### config.mk
export PLATFORM = sky130hd
export DESIGN_NAME = osv_ctrl
export DESIGN_NICKNAME = d
export VERILOG_FILES = /design/src/design/one_shot_sampler_voice_top_macros.svh /design/src/design/osv_pkg.sv /design/src/design/osv_ctrl.sv
export SDC_FILE = /design/constraint.sdc
export NUM_CORES = 1
export LEC_CHECK = 0
export BUFFER_PORTS_ARGS = -buffer_cell sky130_fd_sc_hd__buf_2
export CAP_MARGIN = 20
export CORE_AREA = 2 2 39 41
export CTS_BUF_LIST = sky130_fd_sc_hd__clkbuf_16
export DETAILED_ROUTE_END_ITERATION = 12
export DIE_AREA = 0 0 41 43
export GPL_ROUTABILITY_DRIVEN = 0
export PLACE_DENSITY_LB_ADDON = 0.15
export SYNTH_ARGS = -nofsm -noshare
export SYNTH_HDL_FRONTEND = slang
export SYNTH_SLANG_ARGS = --single-unit
### constraint.sdc
create_clock -name clk -period 2.4 [get_ports clk]
set_input_delay 0.12 -clock clk [delete_from_list [all_inputs] [get_ports clk]]
set_output_delay 0.12 -clock clk [all_outputs]
set_load 0.01 [all_outputs]
### src/design/one_shot_sampler_voice_top_macros.svh
// ----------------------------------------------------------------------------
// One-shot sampler voice assertion macros
// Shared property forms for the checks at the end of the top level.
// ----------------------------------------------------------------------------
`ifndef ONE_SHOT_SAMPLER_VOICE_TOP_MACROS_SVH
`define ONE_SHOT_SAMPLER_VOICE_TOP_MACROS_SVH

// Same-cycle implication, sampled on clk and ignored during reset.
`define OSV_ASSERT_IMPLIES(label, ante, cons) \
	label: assert property (@(posedge clk) disable iff (!arst_n) (ante) |-> (cons)) \
		else $error("one_shot_sampler_voice assertion failed");

// Next-cycle implication, sampled on clk and ignored during reset.
`define OSV_ASSERT_NEXT(label, ante, cons) \
	label: assert property (@(posedge clk) disable iff (!arst_n) (ante) |=> (cons)) \
		else $error("one_shot_sampler_voice assertion failed");

`endif

### src/design/osv_pkg.sv
// ----------------------------------------------------------------------------
// One-shot sampler voice package
// Constants, payload types, controller states and shared helper functions.
// ----------------------------------------------------------------------------
package osv_pkg;

	localparam int VOICE_COUNT = 16;
	localparam int FRAME_DEPTH = 65536;
	localparam int SAMPLE_BITS = 16;

	localparam int VOICE_W = (VOICE_COUNT > 1) ? $clog2(VOICE_COUNT) : 1;
	localparam int ADDR_W = (FRAME_DEPTH > 1) ? $clog2(FRAME_DEPTH) : 1;
	localparam int CFG_INDEX_W = 3;
	localparam int CFG_DATA_W = 18;

	typedef logic signed [SAMPLE_BITS-1:0] sample_t;

	typedef enum logic [1:0] {
		OP_LOAD     = 2'd0,
		OP_NOTE_ON  = 2'd1,
		OP_NOTE_OFF = 2'd2,
		OP_TICK     = 2'd3
	} opcode_t;

	typedef enum logic [CFG_INDEX_W-1:0] {
		REG_VOLUME     = 3'd0,
		REG_BASE_INC   = 3'd1,
		REG_GATE_STEP  = 3'd2,
		REG_SAMPLE_LEN = 3'd3,
		REG_ROOT_NOTE  = 3'd4
	} reg_index_t;

	typedef struct packed {
		opcode_t            opcode;
		logic [3:0]         voice;
		logic [6:0]         note;
		logic [15:0]        frame_address;
		logic signed [15:0] left_word;
		logic signed [15:0] right_word;
		logic signed [15:0] fm_in;
		logic [15:0]        env_in;
		logic               env_connected;
		logic               voice_muted;
	} in_item_t;

	typedef struct packed {
		logic [3:0]         voice_out;
		logic signed [15:0] left_out;
		logic signed [15:0] right_out;
	} out_item_t;

	typedef enum logic [3:0] {
		ST_IDLE,
		ST_DECODE,
		ST_LOAD,
		ST_NOTE_DIV,
		ST_NOTE_MUL,
		ST_NOTE_WRITE,
		ST_NOTE_OFF,
		ST_TICK_RD0,
		ST_TICK_RD1,
		ST_TICK_INTERP,
		ST_TICK_GAIN,
		ST_TICK_VOL,
		ST_TICK_OUT
	} state_t;

	typedef struct packed {
		logic capture;
		logic mem_write;
		logic note_div;
		logic note_mul;
		logic note_write;
		logic note_off;
		logic tick_update;
		logic rd_next;
		logic latch_a;
		logic interp;
		logic mul_gain;
		logic mul_vol;
		logic out_load;
	} cmd_t;

	typedef struct packed {
		opcode_t opcode;
		logic    tick_active;
		logic    out_free;
	} status_t;

	function automatic logic [16:0] semitone_q16(input logic [3:0] idx);
		logic [16:0] r;
		unique case (idx)
			4'd0:    r = 17'd65536;
			4'd1:    r = 17'd69433;
			4'd2:    r = 17'd73562;
			4'd3:    r = 17'd77936;
			4'd4:    r = 17'd82570;
			4'd5:    r = 17'd87480;
			4'd6:    r = 17'd92682;
			4'd7:    r = 17'd98193;
			4'd8:    r = 17'd104032;
			4'd9:    r = 17'd110218;
			4'd10:   r = 17'd116772;
			4'd11:   r = 17'd123715;
			default: r = 17'd65536;
		endcase
		return r;
	endfunction

	// Scales a 16-bit word to the store width, flooring when narrowing.
	function automatic sample_t to_store(input logic signed [15:0] w);
		logic signed [39:0] wide;
		logic signed [39:0] shifted;
		wide = 40'(w) <<< 24;
		shifted = wide >>> (40 - SAMPLE_BITS);
		return sample_t'(shifted);
	endfunction

endpackage

### src/design/osv_ctrl.sv
// ----------------------------------------------------------------------------
// One-shot sampler voice controller
// Sequences load, note and tick items through the datapath one at a time.
// ----------------------------------------------------------------------------
module osv_ctrl (
	input  logic             clk,
	input  logic             arst_n,
	input  logic             in_valid,
	output logic             in_ready,
	input  osv_pkg::status_t status,
	output osv_pkg::cmd_t    cmd
);

	osv_pkg::state_t state_q;
	osv_pkg::state_t state_d;

	always_ff @(posedge clk or negedge arst_n) begin
		if (!arst_n) begin
			state_q <= osv_pkg::ST_IDLE;
		end else begin
			state_q <= state_d;
		end
	end

	always_comb begin
		state_d = state_q;
		unique case (state_q)
			osv_pkg::ST_IDLE: begin
				if (in_valid) begin
					state_d = osv_pkg::ST_DECODE;
				end
			end
			osv_pkg::ST_DECODE: begin
				unique case (status.opcode)
					osv_pkg::OP_LOAD:     state_d = osv_pkg::ST_LOAD;
					osv_pkg::OP_NOTE_ON:  state_d = osv_pkg::ST_NOTE_DIV;
					osv_pkg::OP_NOTE_OFF: state_d = osv_pkg::ST_NOTE_OFF;
					osv_pkg::OP_TICK:     state_d = osv_pkg::ST_TICK_RD0;
					default:              state_d = osv_pkg::ST_IDLE;
				endcase
			end
			osv_pkg::ST_LOAD:       state_d = osv_pkg::ST_IDLE;
			osv_pkg::ST_NOTE_DIV:   state_d = osv_pkg::ST_NOTE_MUL;
			osv_pkg::ST_NOTE_MUL:   state_d = osv_pkg::ST_NOTE_WRITE;
			osv_pkg::ST_NOTE_WRITE: state_d = osv_pkg::ST_IDLE;
			osv_pkg::ST_NOTE_OFF:   state_d = osv_pkg::ST_IDLE;
			osv_pkg::ST_TICK_RD0: begin
				state_d = status.tick_active ? osv_pkg::ST_TICK_RD1 : osv_pkg::ST_TICK_OUT;
			end
			osv_pkg::ST_TICK_RD1:    state_d = osv_pkg::ST_TICK_INTERP;
			osv_pkg::ST_TICK_INTERP: state_d = osv_pkg::ST_TICK_GAIN;
			osv_pkg::ST_TICK_GAIN:   state_d = osv_pkg::ST_TICK_VOL;
			osv_pkg::ST_TICK_VOL:    state_d = osv_pkg::ST_TICK_OUT;
			osv_pkg::ST_TICK_OUT: begin
				if (status.out_free) begin
					state_d = osv_pkg::ST_IDLE;
				end
			end
			default: state_d = osv_pkg::ST_IDLE;
		endcase
	end

	always_comb begin
		cmd = '0;
		in_ready = 1'b0;
		unique case (state_q)
			osv_pkg::ST_IDLE: begin
				in_ready = 1'b1;
				cmd.capture = in_valid;
			end
			osv_pkg::ST_LOAD:        cmd.mem_write = 1'b1;
			osv_pkg::ST_NOTE_DIV:    cmd.note_div = 1'b1;
			osv_pkg::ST_NOTE_MUL:    cmd.note_mul = 1'b1;
			osv_pkg::ST_NOTE_WRITE:  cmd.note_write = 1'b1;
			osv_pkg::ST_NOTE_OFF:    cmd.note_off = 1'b1;
			osv_pkg::ST_TICK_RD0:    cmd.tick_update = 1'b1;
			osv_pkg::ST_TICK_RD1: begin
				cmd.rd_next = 1'b1;
				cmd.latch_a = 1'b1;
			end
			osv_pkg::ST_TICK_INTERP: cmd.interp = 1'b1;
			osv_pkg::ST_TICK_GAIN:   cmd.mul_gain = 1'b1;
			osv_pkg::ST_TICK_VOL:    cmd.mul_vol = 1'b1;
			osv_pkg::ST_TICK_OUT:    cmd.out_load = status.out_free;
			default: begin
			end
		endcase
	end

endmodule

**After elaboration in Yosys (flattened, before gate mapping)**

Cells that the tools add are included.

- Add/subtract/negate cells: 0
- Multipliers: 0
- Div/mod/pow operators: 0
- Order comparisons: 0
- Equality and inequality tests: 17
- Shift-type cells: 0
- Muxes and demuxes: 18
- Bitwise gates (word level): 0
- Reductions and logical operators: 3

Operator list:

| cell | number |
|---|---|
| $pmux 4 s10 | 1 |
| $eq 4x4->1 const B | 5 |
| $eq 4x3->1 const B | 4 |
| $pmux 4 s4 | 1 |
| $mux 1 | 12 |
| $eq 4x2->1 const B | 2 |
| $mux 4 | 2 |
| $eq 2x2->1 const B | 2 |
| $eq 4x1->1 const B | 1 |
| $logic_not 4->1 | 1 |
| $ne 2x2->1 const B | 2 |
| $mux 3 | 1 |
| $eq 2x1->1 const B | 1 |
| $logic_not 2->1 | 1 |
| $mux 2 | 1 |
| $reduce_and 2->1 | 1 |

- Register bits: 4
- Bits in latches: 0
- Memory bits (writable): 0
- ROM bits: 0
- Input bits: 7
- Output and inout bits: 14
- Logic and storage cells: 39
- Memories: 0

**Logic depth before layout (Yosys ltp)**

Gate-level depths: netlist of the first run.

- Depth in word-level cells: 3
- Gate-level depth with buffers: 4
- Mapped depth without buffers: 3

**Worst setup path before layout of the first run**

Ideal clock, no wire load.

- Path kind: register -> output
- From: register state_q[1]
- To: output port cmd[12] in the netlist's numbering
- Arrival: 1.111 ns
- Setup slack: 1.169 ns
- Cell stages (with the launch flop): 4
- Cells stage by stage: dfrtp_1 > buf_6 > nor4_2 > and2_1

RTL lines:

| element | RTL line | text |
|---|---|---|
| start: declaration | osv_ctrl.sv:14 | `osv_pkg::state_t state_q;` |
| start signal: assignment | osv_ctrl.sv:19 | `state_q <= osv_pkg::ST_IDLE;` |
| start signal: assignment | osv_ctrl.sv:21 | `state_q <= state_d;` |
| end: declaration | osv_ctrl.sv:11 | `output osv_pkg::cmd_t cmd` |

==> results.json, run 1 <==
{
  "whs_ns": 0.1884,
  "drive_gt1_share_pct": 40.32,
  "synth_async_sr_flop_share_pct": 100.0,
  "slowest_stage": "dfrtp_1",
  "die_h_um": 43,
  "fin_setup_tns_ns": 0,
  "drt-total-wl_um": 826,
  "io_pins": 21,
  "synth_cell_types": 23,
  "status": "completed",
  "fill_cells": 144,
  "synth-edff-count": 0,
  "antenna_cells": 0,
  "yosysTopAreaCellShare_pct": 29.74,
  "seq_area_um2": 100.1,
  "rows": 14,
  "finalHoldViolCount": 0,
  "required_ns": 2.28,
  "vdd_drop_max_mv": 0.6527,
  "fmax_mhz": 685.4,
  "rsz0062_at_grt": "false",
  "cp-start-kind": "register",
  "ys.flop_type": "dfrtp_1",
  "placed_area_um2": 414.1,
  "crit_path_end_kind": "primary output",
  "crit_path_max_incr_delay_ns": 0.50,
  "cts.repair.resized": 0,
  "min_period_ns": 1.459,
  "clk_latency_ns": 0.22,
  "multi_input_area_um2": 190.2,
  "grt_pass1_vias": 282,
  "syn_area_per_cell_um2": 7.827,
  "path_cells": "nand2b_1 -> nor3_1 -> buf_2",
  "maxSlewHeadroom_pct": 73.50,
  "setup.worst_path.class": "register to primary output",
  "core_mm2": 0.001384,
  "syn_nets": 50,
  "maxCapViolCount": 0,
  "ys_ff_latch": 4,
  "first_pass_iters": 2,
  "grt_pass1_wl_um": 1214,
  "drt_iter0_markers": 2,
  "cts_tree": "yes",
  "top_register": "state_q",
  "wl_per_cell_um": 10.59,
  "finalNonFillerCells": 78,
  "slew_violations": 0,
  "root_buffer": "clkbuf_16",
  "cts_made_buffers": 3,
  "yosysSeqAreaShare_pct": 29.74,
  "ctsLongestPathBuffers": 2,
  "htree_levels": 1,
  "synth.cell_area_um2": 336.6,
  "fp.dieW_um": 41,
  "grt_overflow": 0,
  "setup-violations-final": 0,
  "start_util_pct": 24.32,
  "postCtsSetupRepairBufs": 0,
  "clkTransAtPathRegs_ns": 0.03,
  "hp-class": "primary input to register",
  "synth_top_area_cell": "dfrtp_1",
  "final_cell_mix": "buf_2 (20), nor2_1 (8), nor3_1 (4), dfrtp_1 (4)",
  "place_hpwl_um": 606,
  "cp_max_fo": 13,
  "final_common_cell": "buf_2",
  "yosysWarnings": 0,
  "ant_nets": 0,
  "antenna_found_initial": 0,
  "die_area_mm2": 0.001763,
  "reg_top3": "state_q: 4 flops",
  "area_growth_pct": 48.33,
  "drc": 0,
  "synthCells": 43,
  "worstMarginPinSlew_ns": 0.3976,
  "grt_max_degree": 15,
  "design_area_um2": 499.2,
  "finalCritPeriodShare_pct": 60.79,
  "finalPower_w": 0.0006430,
  "clkSinkCount": 4,
  "io_buffers": 20,
  "leakage_nw": 0.2587,
  "fin_nets": 71,
  "vias_per_cell": 4.654,
  "grt.total_usage_pct": 10.80,
  "synth.area.top_cells": "dfrtp_1 (30%), nor2_1 (8.9%), buf_6 (6.7%), nor3_1 (5.9%), buf_4 (4.5%)",
  "largest_register_ffs": 4,
  "worstPathArrival_ns": 1.34,
  "dpl.cell_count": 74,
  "skew_ns": 0.0001517,
  "power_density_mw_per_mm2": 1288,
  "vias": 363
}
-- cells by family (layout without fill, tap and decap cells) --
kind of cell | Yosys count | in the layout | share of synthesized area (%)
AND/OR/NAND/NOR | 24 | 24 | 39.03
flip-flops | 4 | 4 | 29.74
AO/OA/AOI/OAI | 9 | 9 | 17.47
buffers and inverters | 6 | 25 | 13.75
-- per-layer routing --
layer / vias to the layer above / track usage (%) / wire length (um)
li1: 193 / - / -
met5: - / 0 / 0
met1: 151 / 14.05 / 381
met4: 0 / 10.00 / 21
met2: 16 / 12.50 / 342
met3: 3 / 4.712 / 79
-- repair_timing --
action | 4_1_cts | 5_1_grt
endpoints found under the hold margin | 4 | 0
setup endpoints to repair | 0 | 0
hold buffers | 1 | 0
-- final cells by class --
| type | count | share of cell area [%] |
|---|---|---|
| well taps | 16 | 4.010 |
| inverters | 1 | 0.7519 |
| flip-flops and latches | 4 | 20.05 |
| repair buffers | 21 | 22.06 |
| clock buffers | 3 | 15.04 |
| multi-input cells | 33 | 38.10 |
-- path summary, 6_finish.rpt --
kind	from	endpoint	slack (ns)	depth (start not counted)
worst max-delay path	state_q[2]	cmd[5]	0.94	3
worst min-delay path	status[1]	state_q[2]	0.19	3
worst max register to register	state_q[3]	state_q[3]	1.25	3
worst min register to register	state_q[2]	state_q[1]	0.68	1
max in group asynchronous	arst_n	state_q[3]	2.06	2
min in group asynchronous	arst_n	state_q[0]	0.22	2
-- synth_stat cells, drive strengths merged (2+ instances only) --
master,n
a21oi,2
buf,5
dfrtp,4
nand2,3
nand2b,3
nor2,8
nor3,4
o22ai,2
-- critical path: cells and delay by family (launching register included) --
kind,cells,cell delay [ns]
buf+inv,1,0.17
simple gates,2,0.44
flops,1,0.50
-- power by group --
part           leakage [nW]  internal, W  switching [W]  total [W]
Sequential           0.0517    0.0000923      0.0000787   0.000171
Combinational         0.170     0.000105       0.000109   0.000214
Clock                0.0370     0.000213      0.0000451   0.000258
Total                 0.259     0.000410       0.000233   0.000643
-- through the flow --
stage               setup WS, ns  util, %
floorplan                  1.169        -
global placement           1.165    29.93
detailed placement         1.161    29.93
CTS                       0.9216    36.08
global route              0.8313    36.08
finish                    0.9409    36.08
Power figures use the tool's default switching activity.
==> run 2: changes to the inputs <==
--- a/config.mk
+++ b/config.mk
@@ -5,6 +5,7 @@
 export SDC_FILE = /design/constraint.sdc
 export NUM_CORES = 1
 export LEC_CHECK = 0
+export ABC_AREA = 1
 export BUFFER_PORTS_ARGS = -buffer_cell sky130_fd_sc_hd__buf_2
 export CAP_MARGIN = 20
 export CORE_AREA = 2 2 39 41
==> constraint.sdc (replaced) <==
create_clock -name clk -period 1.3 [get_ports clk]
set_input_delay 0.065 -clock clk [delete_from_list [all_inputs] [get_ports clk]]
set_output_delay 0.065 -clock clk [all_outputs]
set_load 0.01 [all_outputs]
==> run 2 against run 1 <==
Net effect: setup slack lost 0.89 ns; final cell count grew 28%; design area grew 12%; synthesized area shrank 0.37%; die area is the same; non-clock buffer count grew 1; critical endpoint is now cmd[11].
==> results.json, run 2 <==
{
  "min_period_ns": 1.252,
  "antenna_cells": 0,
  "crit_path_max_incr_delay_ns": 0.45,
  "design_area_um2": 556.8,
  "fmax_mhz": 798.7,
  "io_pins": 21,
  "skew_ns": 0.002097,
  "synth_common_cells": "nor2_1 (17), inv_1 (16), nand2_1 (9), nand3_1 (6), dfrtp_1 (4)",
  "area_growth_pct": 66.04,
  "vdd_drop_max_mv": 1.106,
  "drt-total-wl_um": 912,
  "largest_register_ffs": 4,
  "slew_violations": 0,
  "yosysMostFrequentCell": "nor2_1",
  "yosysTopAreaCellShare_pct": 29.85,
  "power_density_mw_per_mm2": 2475,
  "finalPower_w": 0.001378,
  "cts_tree": "yes",
  "root_buffer": "clkbuf_16",
  "synth_async_sr_flop_share_pct": 100.0,
  "hp-class": "primary input to register",
  "reg_top3": "state_q: 4 flops",
  "place_hpwl_um": 718.9,
  "drive_gt1_share_pct": 40.48,
  "slowest_stage": "dfrtp_2",
  "clkSinkCount": 4,
  "worstMarginPinSlew_ns": 0.2091,
  "fp.dieW_um": 41,
  "setup-violations-final": 0,
  "finalHoldViolCount": 0,
  "rows": 14,
  "whs_ns": 0.1128,
  "cp_max_fo": 7,
  "ys_ff_latch": 4,
  "setup.worst_path.class": "register to primary output",
  "drt_iter0_markers": 12,
  "core_mm2": 0.001384,
  "synthCells": 60,
  "ctsLongestPathBuffers": 2,
  "fin_nets": 93,
  "syn_area_per_cell_um2": 5.589,
  "placed_area_um2": 447.9,
  "worstPathArrival_ns": 1.19,
  "synth.area.top_cells": "dfrtp_1 (30%), nor2_1 (19%), inv_1 (18%), nand2_1 (10%), nand3_1 (9.0%)",
  "synth_top_area_cell": "dfrtp_1",
  "rsz0062_at_grt": "true",
  "clkTransAtPathRegs_ns": 0.03,
  "crit_path_end_kind": "primary output",
  "status": "completed",
  "vias_per_cell": 4.310,
  "grt_max_degree": 8,
  "maxSlewHeadroom_pct": 86.05,
  "cts_made_buffers": 3,
  "first_pass_iters": 2,
  "required_ns": 1.24,
  "yosysWarnings": 0,
  "htree_levels": 1,
  "wl_per_cell_um": 9.120,
  "drc": 0,
  "final_cell_mix": "buf_2 (20), inv_1 (15), nor2_1 (13)",
  "ys.flop_type": "dfrtp_1",
  "synth_cell_types": 12,
  "top_register": "state_q",
  "utilization_pct": 40.24,
  "fin_setup_tns_ns": 0,
  "grt_pass1_wl_um": 1386,
  "io_buffers": 20,
  "path_cells": "nor2_2 -> inv_1 -> nor2_1 -> buf_2",
  "synth.cell_area_um2": 335.3,
  "die_h_um": 43,
  "grt_overflow": 0,
  "final_common_cell": "buf_2",
  "finalCritPeriodShare_pct": 96.31,
  "leakage_nw": 0.3575,
  "die_area_mm2": 0.001763,
  "grt_pass1_vias": 352,
  "ant_nets": 0,
  "cp-start-kind": "register",
  "yosysSeqAreaShare_pct": 29.85,
  "start_util_pct": 24.23,
  "maxCapViolCount": 0,
  "syn_nets": 67,
  "synth-edff-count": 0,
  "antenna_found_initial": 0,
  "clk_latency_ns": 0.22,
  "grt.total_usage_pct": 12.70,
  "vias": 431
}
[run 2: worst max-delay path, delay by kind of cell (launching register included)]
| kind | cells | cell delay (ns) |
|---|---|---|
| DFF | 1 | 0.45 |
| buffers and inverters | 2 | 0.21 |
| and+or+nand+nor | 2 | 0.30 |
[run 2: what timing repair did]
action | CTS | global route
hold endpoints to repair | 4 | 0
cloned | 0 | 0
hold buffers | 1 | 0
endpoints found under the setup margin | 2 | 10
buffers inserted | 1 | 0
gates resized for setup | 1 | 6
pin swaps | 0 | 1
[run 2: power by group]
part           internal [W]  switching (W)  total, W
combinational      0.000232       0.000412  0.000644
clock              0.000392      0.0000798  0.000472
sequential         0.000184      0.0000779  0.000262
[run 2: cell type report]
cell class              count  area [um^2]
inverters                  16        60.06
fillers                   161        827.0
well taps                  16        20.02
flip-flops and latches      4        101.3
clock buffers               3        75.07
repair buffers             22        117.6
multi-input cells          39        182.7
[run 2: stage by stage]
stage	std cells	setup slack (ns)
2_1_floorplan	60	0.1803
3_3_place_gp	95	0.1879
3_5_place_dp	95	0.1934
4_1_cts	100	0.02709
5_1_grt	100	-0.03405
6_report	100	0.04796
[run 2: logic make-up (layout without fill, tap and decap cells)]
| family | after synthesis | count (layout) | share of synthesized area [%] |
|---|---|---|---|
| AOI/OAI and AO/OA | 2 | 2 | 2.982 |
| buffers and inverters | 17 | 41 | 20.15 |
| DFF | 4 | 4 | 29.85 |
| and+or+nand+nor | 37 | 37 | 47.01 |
[run 2: routing by layer]
layer	up-vias	track usage, %	wire length (um)
met3	5	3.141	75
met4	0	12.00	38
li1	226	-	-
met2	19	17.81	412
met5	-	0	0
met1	181	14.66	385
[run 2: path summary, 6_finish.rpt]
path	cells past startpoint	from	slack [ns]	endpoint
min in group asynchronous	2	arst_n	0.17	state_q[1]
worst max-delay path	4	state_q[2]	0.05	cmd[11]
max in group asynchronous	2	arst_n	1.00	state_q[2]
worst min-delay path	3	status[2]	0.11	state_q[0]
worst max register to register	6	state_q[3]	0.25	state_q[0]
worst min register to register	1	state_q[2]	0.59	state_q[1]
==> run 3: changes to the inputs <==
--- a/config.mk
+++ b/config.mk
@@ -5,7 +5,6 @@
 export SDC_FILE = /design/constraint.sdc
 export NUM_CORES = 1
 export LEC_CHECK = 0
-export ABC_AREA = 1
 export BUFFER_PORTS_ARGS = -buffer_cell sky130_fd_sc_hd__buf_2
 export CAP_MARGIN = 20
 export CORE_AREA = 2 2 39 41
==> run 3 against run 2 <==
Net effect: routed wire length grew 4.7%; clock power up 0.8%; via count is 7.2% lower; sequential power increased by 5%; die area did not move; register-to-register slack lost 0.11 ns; critical path depth fell by 1; setup slack lost 0.033 ns; design area grew 7.6%; combinational power is 3% higher; hold slack better by 0.015 ns; clock-buffer cell count unchanged; critical path type unchanged.
==> results.json, run 3 (synthesis results as in run 1) <==
{
  "status": "completed",
  "holdPathStages": 3,
  "cts_made_buffers": 3,
  "first_pass_iters": 4,
  "hp-class": "primary input to register",
  "rows": 14,
  "wl_per_cell_um": 10.73,
  "reg_top3": "state_q: 4 flops",
  "final_common_cell": "buf_2",
  "die_h_um": 43,
  "utilization_pct": 43.31,
  "vdd_drop_max_mv": 1.300,
  "io_buffers": 20,
  "largest_register_ffs": 4,
  "maxSlewHeadroom_pct": 85.51,
  "drive_gt1_share_pct": 57.53,
  "die_area_mm2": 0.001763,
  "min_period_ns": 1.285,
  "power_frac_seq_pct": 19.5,
  "io_pins": 21,
  "p_int_w": 0.0009299,
  "reg2reg_depth": 4,
  "clk_latency_ns": 0.22,
  "switching_share_pct": 34.29,
  "fmax_mhz": 778.0,
  "required_ns": 1.24,
  "final_cell_mix": "buf_2 (20), buf_4 (11), nor2_1 (7)",
  "leakage_nw": 0.3149,
  "maxCapViolCount": 0,
  "clock_power_share_pct": 33.6,
  "htree_levels": 1,
  "grt_max_degree": 10,
  "antenna_cells": 0,
  "worstMarginPinSlew_ns": 0.2144,
  "antenna_found_initial": 0,
  "grt_pass1_wl_um": 1373,
  "ctsLongestPathBuffers": 2,
  "finalPower_w": 0.001415,
  "finalCritPeriodShare_pct": 98.87,
  "ant_nets": 0,
  "fin_nets": 82,
  "slew_violations": 0,
  "drt-total-wl_um": 955,
  "crit_path_end_kind": "primary output",
  "clkTransAtPathRegs_ns": 0.03,
  "start_util_pct": 24.32,
  "cp_max_fo": 7,
  "area_growth_pct": 78.07,
  "drt_iter0_markers": 9,
  "root_buffer": "clkbuf_16",
  "top_register": "state_q",
  "dp_slack_ns": 0.1142,
  "clkSinkCount": 4,
  "place_hpwl_um": 611.4,
  "grt_pass1_vias": 337,
  "comb_power_share_pct": 46.9,
  "setup-violations-final": 0,
  "worstPathArrival_ns": 1.22,
  "vias": 400,
  "finalHoldViolCount": 0,
  "grt.total_usage_pct": 12.21,
  "power_density_mw_per_mm2": 2361,
  "setup.worst_path.class": "register to primary output",
  "fp.dieW_um": 41,
  "drc": 0,
  "skew_ns": 0.00008321,
  "vias_per_cell": 4.494,
  "rsz0062_at_grt": "true",
  "p_sw_w": 0.0004853,
  "fill_cells": 148,
  "cts_tree": "yes",
  "cp-start-kind": "register",
  "grt_overflow": 0,
  "setup_slack_ns": 0.01468,
  "core_mm2": 0.001384
}
[run 3: cell count changes in the layout (fill, tap and decap cells not counted), moves of 5 or more]
cell     change
inv_1       -14
buf_4       +10
nand2_1      -6
nor2_1       -6
nand3_1      -5
nor2_2       -5
[run 3: area by class of cell]
cell class	count	area (um^2)	share of cell area [%]
clock buffer	3	75.07	12.53
inverter	1	3.754	0.6263
multi-input combinational	33	202.7	33.82
sequential	4	105.1	17.54
tap	16	20.02	3.340
timing repair buffer	32	192.7	32.15
[run 3: final timing paths]
kind / from / to / slack (ns)
worst min-delay path: status[1] / state_q[2] / 0.13
worst max register to register: state_q[3] / state_q[0] / 0.14
worst max-delay path: state_q[1] / cmd[12] / 0.01
min in group asynchronous: arst_n / state_q[0] / 0.17
max in group asynchronous: arst_n / state_q[3] / 1.00
worst min register to register: state_q[2] / state_q[1] / 0.62
[run 3: critical path, cell delays in order, from the launching register on]
cell and delay (ns):
dfrtp_2 0.44, nor4_2 0.29, and2_1 0.15, buf_2 0.12
[run 3: timing repair]
item / in CTS / in global routing
pin swaps: 2 / 1
resized for setup: 5 / 2
endpoints found under the setup margin: 12 / 6
hold buffers: 1 / 0
hold endpoints to repair: 4 / 0
buffers inserted: 10 / 1
[run 3: routing by layer]
metal	GRT usage, %	part of all wire (%)
met5	0	0
met4	10.00	2.2
met3	4.712	8.8
met2	17.81	46
met1	13.07	43
[run 3: power by group through the flow]
stage / clock [W] / combinational, W / sequential [W]
final: 0.000476 / 0.000664 / 0.000276
after floorplan: 0 / 0.000439 / 0.000201
after global routing: 0.000501 / 0.000742 / 0.000284
after global placement: 0 / 0.000412 / 0.000322
after CTS: 0.000483 / 0.000625 / 0.000276
after detailed placement: 0 / 0.000400 / 0.000317
[run 3: stage by stage]
step	hold slack (ns)	TNS, ns	std cells	instance area [um^2]
2_1_floorplan	-0.2306	0	43	336.6
3_3_place_gp	-0.1283	0	74	414.1
3_5_place_dp	-0.1302	0	74	414.1
4_1_cts	0.1298	-0.004099	88	584.3
5_1_grt	0.1425	-0.1091	89	599.3
6_report	0.1279	0	89	599.3
